<file path="src/rtl/assert_macros.svh">
// Assertion macros shared by the packer RTL.
`ifndef ASSERT_MACROS_SVH
`define ASSERT_MACROS_SVH
`ifndef NO_ASSERTIONS
`define ASP_ASSERT(label, clk, rst, prop) \
   label: assert property (@(posedge clk) disable iff (rst) prop) \
      else $error("asp assertion failed");
`define ASP_NEVER(label, clk, rst, expr) \
   label: assert property (@(posedge clk) disable iff (rst) !(expr)) \
      else $error("asp forbidden condition");
`else
`define ASP_ASSERT(label, clk, rst, prop)
`define ASP_NEVER(label, clk, rst, expr)
`endif
`endif

</file>
<file path="src/rtl/asp_pkg.sv">
// Types, constants and helpers for the shelf packer.
package asp_pkg;

   localparam int DefMaxPages = 8;

   localparam int GlyphW   = 11;
   localparam int EdgeW    = 12;
   localparam int PosW     = 12;
   localparam int PadW     = 3;
   localparam int PixW     = 10;
   localparam int PageW    = 3;
   localparam int StatusW  = 2;
   localparam int CsrIndexW = 2;
   localparam int CsrDataW = 10;

   localparam logic [StatusW-1:0] ST_PLACED  = 2'd0;
   localparam logic [StatusW-1:0] ST_EMPTY   = 2'd1;
   localparam logic [StatusW-1:0] ST_NO_ROOM = 2'd2;

   localparam logic [CsrIndexW-1:0] CSR_PIXEL_SIZE = 2'd0;
   localparam logic [CsrIndexW-1:0] CSR_PADDING    = 2'd1;

   localparam logic [PixW-1:0] PixelSizeReset = 10'd16;
   localparam logic [PadW-1:0] PaddingReset   = 3'd1;

   localparam logic [PixW-1:0]  SmallPixMax = 10'd24;
   localparam logic [PixW-1:0]  MidPixMax   = 10'd60;
   localparam logic [EdgeW-1:0] EdgeSmall   = 12'd512;
   localparam logic [EdgeW-1:0] EdgeMid     = 12'd1024;
   localparam logic [EdgeW-1:0] EdgeLarge   = 12'd2048;

   typedef logic [PageW-1:0] page_idx_type;

   // request word walking down the chain of page cells
   typedef struct packed {
      logic                valid;
      logic                done;
      logic [EdgeW-1:0]    pw;
      logic [EdgeW-1:0]    ph;
      logic [StatusW-1:0]  status;
      page_idx_type        page;
      logic [PosW-1:0]     pos_x;
      logic [PosW-1:0]     pos_y;
      logic                opened;
   } tok_type;

   function automatic logic [EdgeW-1:0] default_edge(input logic [PixW-1:0] px);
      logic [EdgeW-1:0] e;
      if (px <= SmallPixMax) begin
         e = EdgeSmall;
      end else if (px <= MidPixMax) begin
         e = EdgeMid;
      end else begin
         e = EdgeLarge;
      end
      return e;
   endfunction

endpackage

</file>
<file path="src/rtl/asp_cell.sv">
// One page cell: holds a page's shelf state and tries the passing word on it.
`include "assert_macros.svh"
module asp_cell
   import asp_pkg::*;
#(
   parameter int IDX = 0
) (
   input  logic             clock,
   input  logic             reset,
   input  logic             advance,
   input  logic [EdgeW-1:0] dflt_edge,
   input  logic [PadW-1:0]  pad,
   input  tok_type          tok_in,
   output tok_type          tok_out
);

   logic             open_ff, open_in;
   logic [EdgeW-1:0] ew_ff, ew_in, eh_ff, eh_in;
   logic [EdgeW-1:0] cx_ff, cx_in, cy_ff, cy_in, rh_ff, rh_in;
   tok_type          tok_out_ff, tok_out_in;

   logic [EdgeW:0]   x_end;
   logic             wrap;
   logic [EdgeW-1:0] row_x, row_h;
   logic [EdgeW:0]   row_y;
   logic [EdgeW+1:0] y_end;
   logic             fits, take;

   always_comb begin
      x_end = {1'b0, cx_ff} + {1'b0, tok_in.pw};
      wrap  = x_end > {1'b0, ew_ff};
      row_x = wrap ? '0 : cx_ff;
      row_h = wrap ? '0 : rh_ff;
      row_y = wrap ? ({1'b0, cy_ff} + {1'b0, rh_ff}) : {1'b0, cy_ff};
      y_end = {1'b0, row_y} + {2'b00, tok_in.ph};
      fits  = open_ff && (tok_in.pw <= ew_ff) && (tok_in.ph <= eh_ff) &&
              (y_end <= {2'b00, eh_ff});
      take  = tok_in.valid && !tok_in.done && (fits || !open_ff);

      open_in    = open_ff;
      ew_in      = ew_ff;
      eh_in      = eh_ff;
      cx_in      = cx_ff;
      cy_in      = cy_ff;
      rh_in      = rh_ff;
      tok_out_in = tok_in;

      if (take) begin
         tok_out_in.done   = 1'b1;
         tok_out_in.status = ST_PLACED;
         tok_out_in.page   = page_idx_type'(IDX);
         tok_out_in.opened = !open_ff;
         if (open_ff) begin
            cx_in = row_x + tok_in.pw;
            cy_in = row_y[EdgeW-1:0];
            rh_in = (row_h > tok_in.ph) ? row_h : tok_in.ph;
            tok_out_in.pos_x = row_x + PosW'(pad);
            tok_out_in.pos_y = row_y[EdgeW-1:0] + PosW'(pad);
         end else begin
            // fresh page, word lands at the top left corner
            open_in = 1'b1;
            ew_in   = (tok_in.pw > dflt_edge) ? tok_in.pw : dflt_edge;
            eh_in   = (tok_in.ph > dflt_edge) ? tok_in.ph : dflt_edge;
            cx_in   = tok_in.pw;
            cy_in   = '0;
            rh_in   = tok_in.ph;
            tok_out_in.pos_x = PosW'(pad);
            tok_out_in.pos_y = PosW'(pad);
         end
      end
   end

   always_ff @(posedge clock) begin
      if (reset) begin
         open_ff    <= 1'b0;
         tok_out_ff <= '0;
      end else if (advance) begin
         open_ff    <= open_in;
         tok_out_ff <= tok_out_in;
      end
   end

   always_ff @(posedge clock) begin
      if (advance) begin
         ew_ff <= ew_in;
         eh_ff <= eh_in;
         cx_ff <= cx_in;
         cy_ff <= cy_in;
         rh_ff <= rh_in;
      end
   end

   assign tok_out = tok_out_ff;

   `ASP_ASSERT(a_open_sticks, clock, reset, open_ff |=> open_ff)
   `ASP_ASSERT(a_open_by_word, clock, reset,
      $rose(open_ff) |-> $past(tok_in.valid && !tok_in.done))
   `ASP_ASSERT(a_done_kept, clock, reset,
      (tok_in.valid && tok_in.done && advance) |=> (tok_out.valid && tok_out.done))

endmodule

</file>
<file path="src/rtl/atlas_shelf_packer_top.sv">
// Top level of the shelf packer: entry stage, chain of page cells, result register.
//
// Each accepted word is padded and then walks a chain of MAX_PAGES page cells,
// one cell per cycle; the first open page with room takes it, or the first
// unopened cell opens a new page for it. One word is in flight at a time: the
// result is registered after the last cell, and req_ready returns in the same
// cycle as it appears, even if it then waits on rsp_ready, so a new word is
// taken only once the last one has left the end of the cell chain. A result
// still waiting when the next word reaches the end of the chain holds the
// chain until rsp_ready. csr_ready is always high; registers should only be
// written while no word is in flight.
`include "assert_macros.svh"
module atlas_shelf_packer_top
   import asp_pkg::*;
#(
   parameter int MAX_PAGES = DefMaxPages
) (
   input  logic                 clock,
   input  logic                 reset,
   input  logic                 req_valid,
   output logic                 req_ready,
   input  logic [GlyphW-1:0]    req_glyph_width,
   input  logic [GlyphW-1:0]    req_glyph_height,
   output logic                 rsp_valid,
   input  logic                 rsp_ready,
   output logic [StatusW-1:0]   rsp_status,
   output logic [PageW-1:0]     rsp_page_index,
   output logic [PosW-1:0]      rsp_pos_x,
   output logic [PosW-1:0]      rsp_pos_y,
   output logic                 rsp_opened_page,
   input  logic                 csr_valid,
   output logic                 csr_ready,
   input  logic [CsrIndexW-1:0] csr_index,
   input  logic [CsrDataW-1:0]  csr_data
);

   logic [PixW-1:0]  pixel_size_ff;
   logic [PadW-1:0]  padding_ff;
   logic             busy_ff;
   tok_type          entry_ff, entry_in;
   tok_type          tok [MAX_PAGES+1];
   logic             advance;
   logic [EdgeW-1:0] dflt_edge;
   logic             rsp_valid_ff;
   tok_type          rsp_ff;
   logic             req_take;

   assign csr_ready = 1'b1;
   assign req_ready = !busy_ff;
   assign req_take  = req_valid && req_ready;
   assign dflt_edge = default_edge(pixel_size_ff);
   assign advance   = !(tok[MAX_PAGES].valid && rsp_valid_ff && !rsp_ready);

   always_ff @(posedge clock) begin
      if (reset) begin
         pixel_size_ff <= PixelSizeReset;
         padding_ff    <= PaddingReset;
      end else if (csr_valid && csr_ready) begin
         unique case (csr_index)
            CSR_PIXEL_SIZE: pixel_size_ff <= csr_data[PixW-1:0];
            CSR_PADDING:    padding_ff    <= csr_data[PadW-1:0];
            default: ;
         endcase
      end
   end

   always_comb begin
      entry_in        = '0;
      entry_in.valid  = 1'b1;
      entry_in.pw     = EdgeW'(req_glyph_width) + EdgeW'({padding_ff, 1'b0});
      entry_in.ph     = EdgeW'(req_glyph_height) + EdgeW'({padding_ff, 1'b0});
      entry_in.status = ST_NO_ROOM;
      if (req_glyph_width == '0 || req_glyph_height == '0) begin
         entry_in.done   = 1'b1;
         entry_in.status = ST_EMPTY;
      end
   end

   always_ff @(posedge clock) begin
      if (reset) begin
         entry_ff <= '0;
         busy_ff  <= 1'b0;
      end else begin
         if (req_take) begin
            entry_ff <= entry_in;
         end else if (advance) begin
            entry_ff.valid <= 1'b0;
         end
         if (req_take) begin
            busy_ff <= 1'b1;
         end else if (tok[MAX_PAGES].valid && advance) begin
            busy_ff <= 1'b0;
         end
      end
   end

   assign tok[0] = entry_ff;

   for (genvar i = 0; i < MAX_PAGES; i++) begin : g_cell
      asp_cell #(
         .IDX(i)
      ) u_cell (
         .clock     (clock),
         .reset     (reset),
         .advance   (advance),
         .dflt_edge (dflt_edge),
         .pad       (padding_ff),
         .tok_in    (tok[i]),
         .tok_out   (tok[i+1])
      );
   end

   always_ff @(posedge clock) begin
      if (reset) begin
         rsp_valid_ff <= 1'b0;
      end else if (tok[MAX_PAGES].valid && advance) begin
         rsp_valid_ff <= 1'b1;
      end else if (rsp_ready) begin
         rsp_valid_ff <= 1'b0;
      end
   end

   always_ff @(posedge clock) begin
      if (tok[MAX_PAGES].valid && advance) begin
         rsp_ff <= tok[MAX_PAGES];
      end
   end

   assign rsp_valid       = rsp_valid_ff;
   assign rsp_status      = rsp_ff.status;
   assign rsp_page_index  = rsp_ff.page;
   assign rsp_pos_x       = rsp_ff.pos_x;
   assign rsp_pos_y       = rsp_ff.pos_y;
   assign rsp_opened_page = rsp_ff.opened;

   `ASP_ASSERT(a_idle_chain_empty, clock, reset,
      !busy_ff |-> !tok[MAX_PAGES].valid && !entry_ff.valid)
   `ASP_ASSERT(a_miss_fields_zero, clock, reset,
      (rsp_valid && rsp_status != ST_PLACED) |-> (rsp_pos_x == '0 && rsp_opened_page == 1'b0))
   `ASP_NEVER(a_one_in_flight, clock, reset, busy_ff && req_ready)

endmodule

</file>
<file path="config.mk">
export PLATFORM = sky130hd
export DESIGN_NAME = atlas_shelf_packer_top
export DESIGN_NICKNAME = d
export VERILOG_FILES = /design/src/rtl/asp_pkg.sv /design/src/rtl/asp_cell.sv /design/src/rtl/atlas_shelf_packer_top.sv
export VERILOG_INCLUDE_DIRS = /design/src /design/src/rtl
export SDC_FILE = /design/constraint.sdc
export NUM_CORES = 2
export LEC_CHECK = 0
export ABC_CLOCK_PERIOD_IN_PS = 11750
export BUFFER_PORTS_ARGS = -buffer_cell sky130_fd_sc_hd__buf_2
export CORE_AREA = 2 2 409 411
export CTS_BUF_LIST = sky130_fd_sc_hd__clkbuf_4 sky130_fd_sc_hd__clkbuf_8
export DETAILED_ROUTE_END_ITERATION = 10
export DIE_AREA = 0 0 411 413
export PLACE_DENSITY = 0.71
export SLEW_MARGIN = 20
export SYNTH_ARGS = -nofsm -noshare
export SYNTH_HDL_FRONTEND = slang
export SYNTH_SLANG_ARGS = --single-unit
</file>
<file path="constraint.sdc">
create_clock -name clock -period 11.75 [get_ports clock]
set_clock_uncertainty 0.05 [all_clocks]
set_input_delay 1.175 -clock clock [delete_from_list [all_inputs] [get_ports clock]]
set_output_delay 1.175 -clock clock [all_outputs]
set_load 0.02 [all_outputs]
</file>
* Word level (Yosys, flattened, before mapping) *
Cells that the tools add are included.

word-level totals
  output and inout bits = 33
  word-level logic and storage cells = 442
  register bits = 984
  input bits = 39

cells by class
  bitwise gates (word level) = 9
  eq/ne operators = 2
  $lt $le $gt $ge = 58
  add/sub/neg operators = 50
  reductions and logical operators = 95
  multiplexer cells = 97

operators by type and width
  kind                   number
  $mux W12               58
  $gt A12 B12 Y1         24
  $mux W30               8
  $add A12 B12 Y13       16
  $add A12 B3 Y12        16
  $le A12 B12 Y1         16
  $mux W24               8
  $add A13 B12 Y14       8
  $le A14 B12 Y1         8
  $gt A13 B12 Y1         8
  $mux W13               8
  $add A12 B12 Y12       8
  $logic_and A1 B1 Y1    44
  $add A11 B4 Y12        2
  $reduce_and A3 Y1      8
  $logic_not A11 Y1      2
  $reduce_and A2 Y1      10
  $logic_not A1 Y1       19
  $mux W1                14
  $le A10 B5 Y1 const B  1
  $le A10 B6 Y1 const B  1
  $logic_or A1 B1 Y1     9
  $not A1 Y1             9
  $reduce_bool A2 Y1     2
  4 further kinds        4

* Logic depth before layout (Yosys ltp) *
  depth in word-level cells = 9
  mapped depth = 40
  mapped depth without buffers = 36

* Modules after synthesis *
From an unflattened synthesis, not the netlist that was laid out.

second synthesis, totals
  cells, all modules = 8776
  area, all modules = 79824.1 um2

modules (own cells, without submodules)
  module                       seq. area each (um2)  area each (um2)  instances  cells an instance
  asp_cell (g_cell[5].u_cell)  2942.8                9700.6           1          1073
  asp_cell (g_cell[4].u_cell)  2942.8                9691.8           1          1058
  asp_cell (g_cell[1].u_cell)  2942.8                9651.8           1          1073
  asp_cell (g_cell[6].u_cell)  2942.8                9633.0           1          1060
  asp_cell (g_cell[3].u_cell)  2942.8                9605.5           1          1082
  asp_cell (g_cell[0].u_cell)  2942.8                9596.7           1          1081
  asp_cell (g_cell[2].u_cell)  2942.8                9520.4           1          1047
  asp_cell (g_cell[7].u_cell)  2942.8                9515.4           1          1039
  atlas_shelf_packer_top       1741.7                2909.0           1          263

* Worst setup path after synthesis *
No wires, ideal clock.

  kind = register to register
  from = reg g_cell[6].u_cell.tok_out_ff (netlist bit g_cell[6].u_cell.tok_out[43])
  to = reg g_cell[7].u_cell.eh_ff[0] (enable)
  buffers on the path = 4
  data arrival time = 9.442 ns
  cell stages (with the launch flop) = 37
  library setup time = 0.435 ns
  setup slack = 1.823 ns
  period minus slack after synthesis = 9.927 ns
  required time = 11.265 ns
  cells stage by stage = dfxtp_1 -> ha_1 -> a21o_1 -> a21oi_1 -> o21bai_1 -> a21oi_1 -> nor2b_1 -> o21a_1 -> o31a_1 -> o41ai_1 -> xnor2_1 -> ha_1 -> a211oi_1 -> o211ai_1 -> a21oi_1 -> o22ai_1 -> nor3_1 -> buf_2 -> buf_2 -> buf_2 -> mux2_2 -> ha_1 -> fa_1 -> a21o_1 -> a2111oi_0 -> a22oi_1 -> xor2_1 -> ha_1 -> o21ai_0 -> nor2_1 -> a2111oi_0 -> a21oi_1 -> nor2_1 -> and4b_1 -> nor3_2 -> clkbuf_1 -> nor3_1

between the ends
  longest elaborated chain between the ends = 9
  elaborated cells on any way between the ends = 12
  those cells by class = 2 x add/sub; 3 x order compare; 1 x mux; 6 x reduce/logical

RTL lines
  what                                 line            RTL
  start: declaration                   asp_cell.sv:20  tok_type tok_out_ff, tok_out_in;
  start signal: assignment             asp_cell.sv:79  tok_out_ff <= tok_out_in;
  $add A12 B12 Y13                     asp_cell.sv:30  x_end = {1'b0, cx_ff} + {1'b0, tok_in.pw};
  $gt A13 B12 Y1                       asp_cell.sv:31  wrap = x_end > {1'b0, ew_ff};
  $mux W13                             asp_cell.sv:34  row_y = wrap ? ({1'b0, cy_ff} + {1'b0, rh_ff}) : {1'b0, cy_ff};
  named net g_cell[7].u_cell.row_y[0]  asp_cell.sv:25  logic [EdgeW:0] row_y;
  $add A13 B12 Y14                     asp_cell.sv:35  y_end = {1'b0, row_y} + {2'b00, tok_in.ph};
  $le A14 B12 Y1                       asp_cell.sv:37  (y_end <= {2'b00, eh_ff});
  $logic_and A1 B1 Y1                  asp_cell.sv:36  fits = open_ff && (tok_in.pw <= ew_ff) && (tok_in.ph <= eh_ff) &&
  $logic_or A1 B1 Y1                   asp_cell.sv:38  take = tok_in.valid && !tok_in.done && (fits || !open_ff);
  $logic_and A1 B1 Y1                  asp_cell.sv:38
  $reduce_and A3 Y1 (no source line)   -
  end signal: assignment               asp_cell.sv:86  eh_ff <= eh_in;
  end: declaration                     asp_cell.sv:18  logic [EdgeW-1:0] ew_ff, ew_in, eh_ff, eh_in;

The timed path passes the listed nets, and every way through them passes these cells.
A chain may end at the register's enable or synchronous reset.

* Final worst setup path *
  from = reg g_cell[6].u_cell.tok_out_ff (netlist bit g_cell[6].u_cell.tok_out[43])
  to = reg g_cell[7].u_cell.eh_ff[8] (enable)

Same word-level chain as after synthesis.

==> flow_summary.ini <==
[outcome]
status = finished clean

[sta]
period_share = 0.856
max_transition_margin = 0.239
finalSetupViolations = 0
fin_worst_hold_slack_ns = 0.389
worstMarginPinSlew_ns = 1.13
period_minus_ws_final_ns = 10.06
setup_tns_ns = 0
max_freq_mhz = 99.4
max_slew_violations = 0
setup_repair_after_global_routing_missed_its_margin = false
timing.final.hold_violations = 0

[clock_network]
cts.reportedPaths.clkPinSlew_ns = 0.06
postCtsResizedCells = 0
post_cts.repair.setup_buffers = 0
cts_num_sinks = 976
tritoncts.num_buffers = 177
cts_max_path_buffers = 3
cts_hold_buf = 0
tritoncts = done
insertion_delay_ns = 0.97
ctsRootBufferMaster = sky130_fd_sc_hd__clkbuf_8
ctsHtreeMaxLevel = 4

[synthesis]
synth_top_family_by_area = simple AND/OR/NAND/NOR gates
synth-seq-area-share = 0.334
synth_compound_area_frac = 0.175
synth.distinct_cells = 102
synthesis.yosys.warnings = 0
synthCells = 8257
number_of_enable_flip_flop_cells_after_synthesis = 510
synthFlopType = sky130_fd_sc_hd__edfxtp_1
syn-cell-area_um2 = 73900
synth_simple_gate_area_frac = 0.184
synth.most_common_cell = sky130_fd_sc_hd__ha_1
synth_fp_nets = 9312
synth_top_area_share = 0.207
synth_top_area_cell = sky130_fd_sc_hd__edfxtp_1
post_synth.cell_area_avg_um2 = 8.94
synth.top_cells.by_count = sky130_fd_sc_hd__ha_1, sky130_fd_sc_hd__nand2_1, sky130_fd_sc_hd__a21oi_1, sky130_fd_sc_hd__nor2_1, sky130_fd_sc_hd__inv_1
post_synthesis_mux_area_share = 0.0377
synth_xor_area_frac = 0.0493
synthAdderAreaFrac = 0.177
post_synth_main_area_contributors = sky130_fd_sc_hd__edfxtp_1, sky130_fd_sc_hd__ha_1, sky130_fd_sc_hd__dfxtp_1
synth-async-reset-ratio = 0
ys_seq_elements = 976

[power_and_ir_drop]
power.density_nw_per_um2 = 118
worst_ir_drop_vdd_uv = 126
total_leakage_power_nw = 34.1
post-layout-total-power_mw = 9.56

[worst_setup_path]
crit_cells = 35
worst_setup_path_end_kind = flip-flop
critical_path_peak_fanout = 49
arrival_time_at_the_worst_endpoint_ns = 10.61
worst_ep_required_time_ns = 12.30
cp.buffers_inverters = 3
critPathKind = flip-flop to flip-flop
cp_slowest_cell = sky130_fd_sc_hd__a2111oi_0
critPathLaunchType = flip-flop
cp_slowest_stage_delay_ns = 0.77
critPathTopFamily = compound AO/OA/AOI/OAI gates
reg2reg_depth = 35

[detailed_routing]
drc = 0
post_drt_via_cell_ratio = 5.96
detailroute.via_count = 63671
drt-initial-drc-count = 5463
totalWireLength_mm = 227
wirelength_per_cell_um = 21.3
detail_route.first_pass.iterations = 8
drt.antenna.violating_nets = 0

[grt]
grt_first_pass_wirelength_mm = 350
overflow = 0
grt_max_degree = 200
grt_antenna_before_repair = 7
grt_pass1_vias = 61590
grt_use_total = 0.261

[final_layout]
regArea_um2 = 24600
filler_cell_count = 15575
syn2layout_area_growth_pct = 9.65
post_route_cells_drive_above_1_share = 0.0913
multi_input_gate_area_um2 = 46200
final_net_count = 9384
postLayoutCoreUtil = 0.488

[placement]
detailed_place_hpwl_mm = 169
buffer_ports.inserted = 70
gp_congestion = 0.951

[floorplan]
area_of_the_die_um2 = 170000
initial_util = 0.445
io_pins = 72
core-area_um2 = 166000
chipWidth_um = 411
row_count = 150
chipHeight_um = 413

[hold_path]
worst_hold_path.num_cells = 0
min_path_type = flip-flop to flip-flop

[job]
max_cap_violations = 0
==> layer usage <==
layer	up-vias	GRT usage	part of all wire
met5	-	0	0.000057
met4	2	0.120	0.047
met3	552	0.0413	0.074
met2	2456	0.433	0.46
met1	30367	0.332	0.42
li1	30294	-	-
==> per-stage QoR <==
stage	setup slack, ns	std cells	instance area [um2]
floorplan	1.82	8257	73900
global placement	1.86	10351	76900
detailed placement	1.57	10352	76900
CTS	1.47	10687	80900
global route	0.927	10691	81000
finish	1.69	10691	81000
==> worst reg2reg max path, delay by kind of cell (launching register included) <==
kind	cells	cell delay [ns]
fa+ha+maj	5	1.48
mux	1	0.46
flops	1	0.50
buf+inv	3	1.14
simple gates	7	1.47
xor+xnor	2	0.37
compound gates	17	4.20
==> area by class of cell <==
type	instances	share of cell area
Multi-Input combinational cell	6458	0.571
Sequential cell	976	0.304
Clock buffer	274	0.0409
Tap cell	2204	0.0341
Inverter	530	0.0246
Timing Repair Buffer	186	0.0162
Clock inverter	61	0.00881
Antenna cell	2	0.0000618
==> state kept, by name (all words and copies together) (netlist names), 2 cells and up <==
signal and cells:
g_cell.u_cell.ew_ff 96, rsp_page_index 3, g_cell.u_cell.cx_ff 96, g_cell.u_cell.open_ff 8, g_cell.u_cell.tok_out 416, g_cell.u_cell.rh_ff 96
entry_ff 27, rsp_pos_y 12, g_cell.u_cell.cy_ff 96, pixel_size_ff 10, g_cell.u_cell.eh_ff 96, rsp_pos_x 12
padding_ff 3, rsp_status 2
==> final timing paths <==
kind	slack [ns]	endpoint	startpoint
max reg2reg	1.69	g_cell[7].u_cell.eh_ff[8]	g_cell[6].u_cell.tok_out[43]
min reg2reg	0.39	rsp_pos_x[11]	g_cell[7].u_cell.tok_out[24]
min	0.39	rsp_pos_x[11]	g_cell[7].u_cell.tok_out[24]
max	1.69	g_cell[7].u_cell.eh_ff[8]	g_cell[6].u_cell.tok_out[43]
==> power breakdown <==
group	total (mW)	switching (mW)	internal [mW]
Clock	3.69	1.62	2.07
Sequential	3.79	0.101	3.69
Combinational	2.08	1.27	0.809
==> cells in the final DEF, fill, tap and decap left out, types with 45 or more instances in the layout <==
master | Yosys | layout
sky130_fd_sc_hd__nor3_1 | 171 | 164
sky130_fd_sc_hd__o21ai_0 | 355 | 353
sky130_fd_sc_hd__a21oi_1 | 609 | 605
sky130_fd_sc_hd__mux2i_1 | 91 | 91
sky130_fd_sc_hd__nor4_1 | 50 | 49
sky130_fd_sc_hd__nand4_1 | 149 | 149
sky130_fd_sc_hd__ha_1 | 966 | 966
sky130_fd_sc_hd__buf_4 | 6 | 110
sky130_fd_sc_hd__o21a_1 | 85 | 85
sky130_fd_sc_hd__buf_2 | 29 | 69
sky130_fd_sc_hd__a31oi_1 | 55 | 54
sky130_fd_sc_hd__a221oi_1 | 49 | 49
sky130_fd_sc_hd__clkbuf_8 | 0 | 201
sky130_fd_sc_hd__fa_1 | 50 | 50
sky130_fd_sc_hd__xor2_1 | 114 | 114
sky130_fd_sc_hd__xnor2_1 | 302 | 302
sky130_fd_sc_hd__nand3_1 | 185 | 185
sky130_fd_sc_hd__nand2b_1 | 69 | 69
sky130_fd_sc_hd__edfxtp_1 | 510 | 510
sky130_fd_sc_hd__a311oi_1 | 45 | 45
sky130_fd_sc_hd__nor2_1 | 580 | 569
sky130_fd_sc_hd__a21o_1 | 190 | 190
sky130_fd_sc_hd__nor2b_1 | 114 | 112
sky130_fd_sc_hd__and2_1 | 296 | 295
sky130_fd_sc_hd__nand2_1 | 877 | 875
sky130_fd_sc_hd__clkbuf_4 | 0 | 73
sky130_fd_sc_hd__mux2_2 | 165 | 165
sky130_fd_sc_hd__inv_1 | 528 | 527
sky130_fd_sc_hd__a211oi_1 | 131 | 131
sky130_fd_sc_hd__and3_1 | 145 | 144
sky130_fd_sc_hd__dfxtp_1 | 466 | 463
sky130_fd_sc_hd__o211ai_1 | 75 | 75
==> cell families (layout without fill, tap and decap cells) <==
group / Yosys count / count (layout)
AO/OA/AOI/OAI: 1978 / 1978
XOR/XNOR: 416 / 416
adder cells (fa/ha/maj): 1016 / 1016
buffers and inverters: 823 / 1051
flip-flops: 976 / 976
multiplexers: 257 / 257
other: 1 / 3
AND/OR/NAND/NOR: 2790 / 2790
Note: power is estimated with default switching activity, not from simulation.
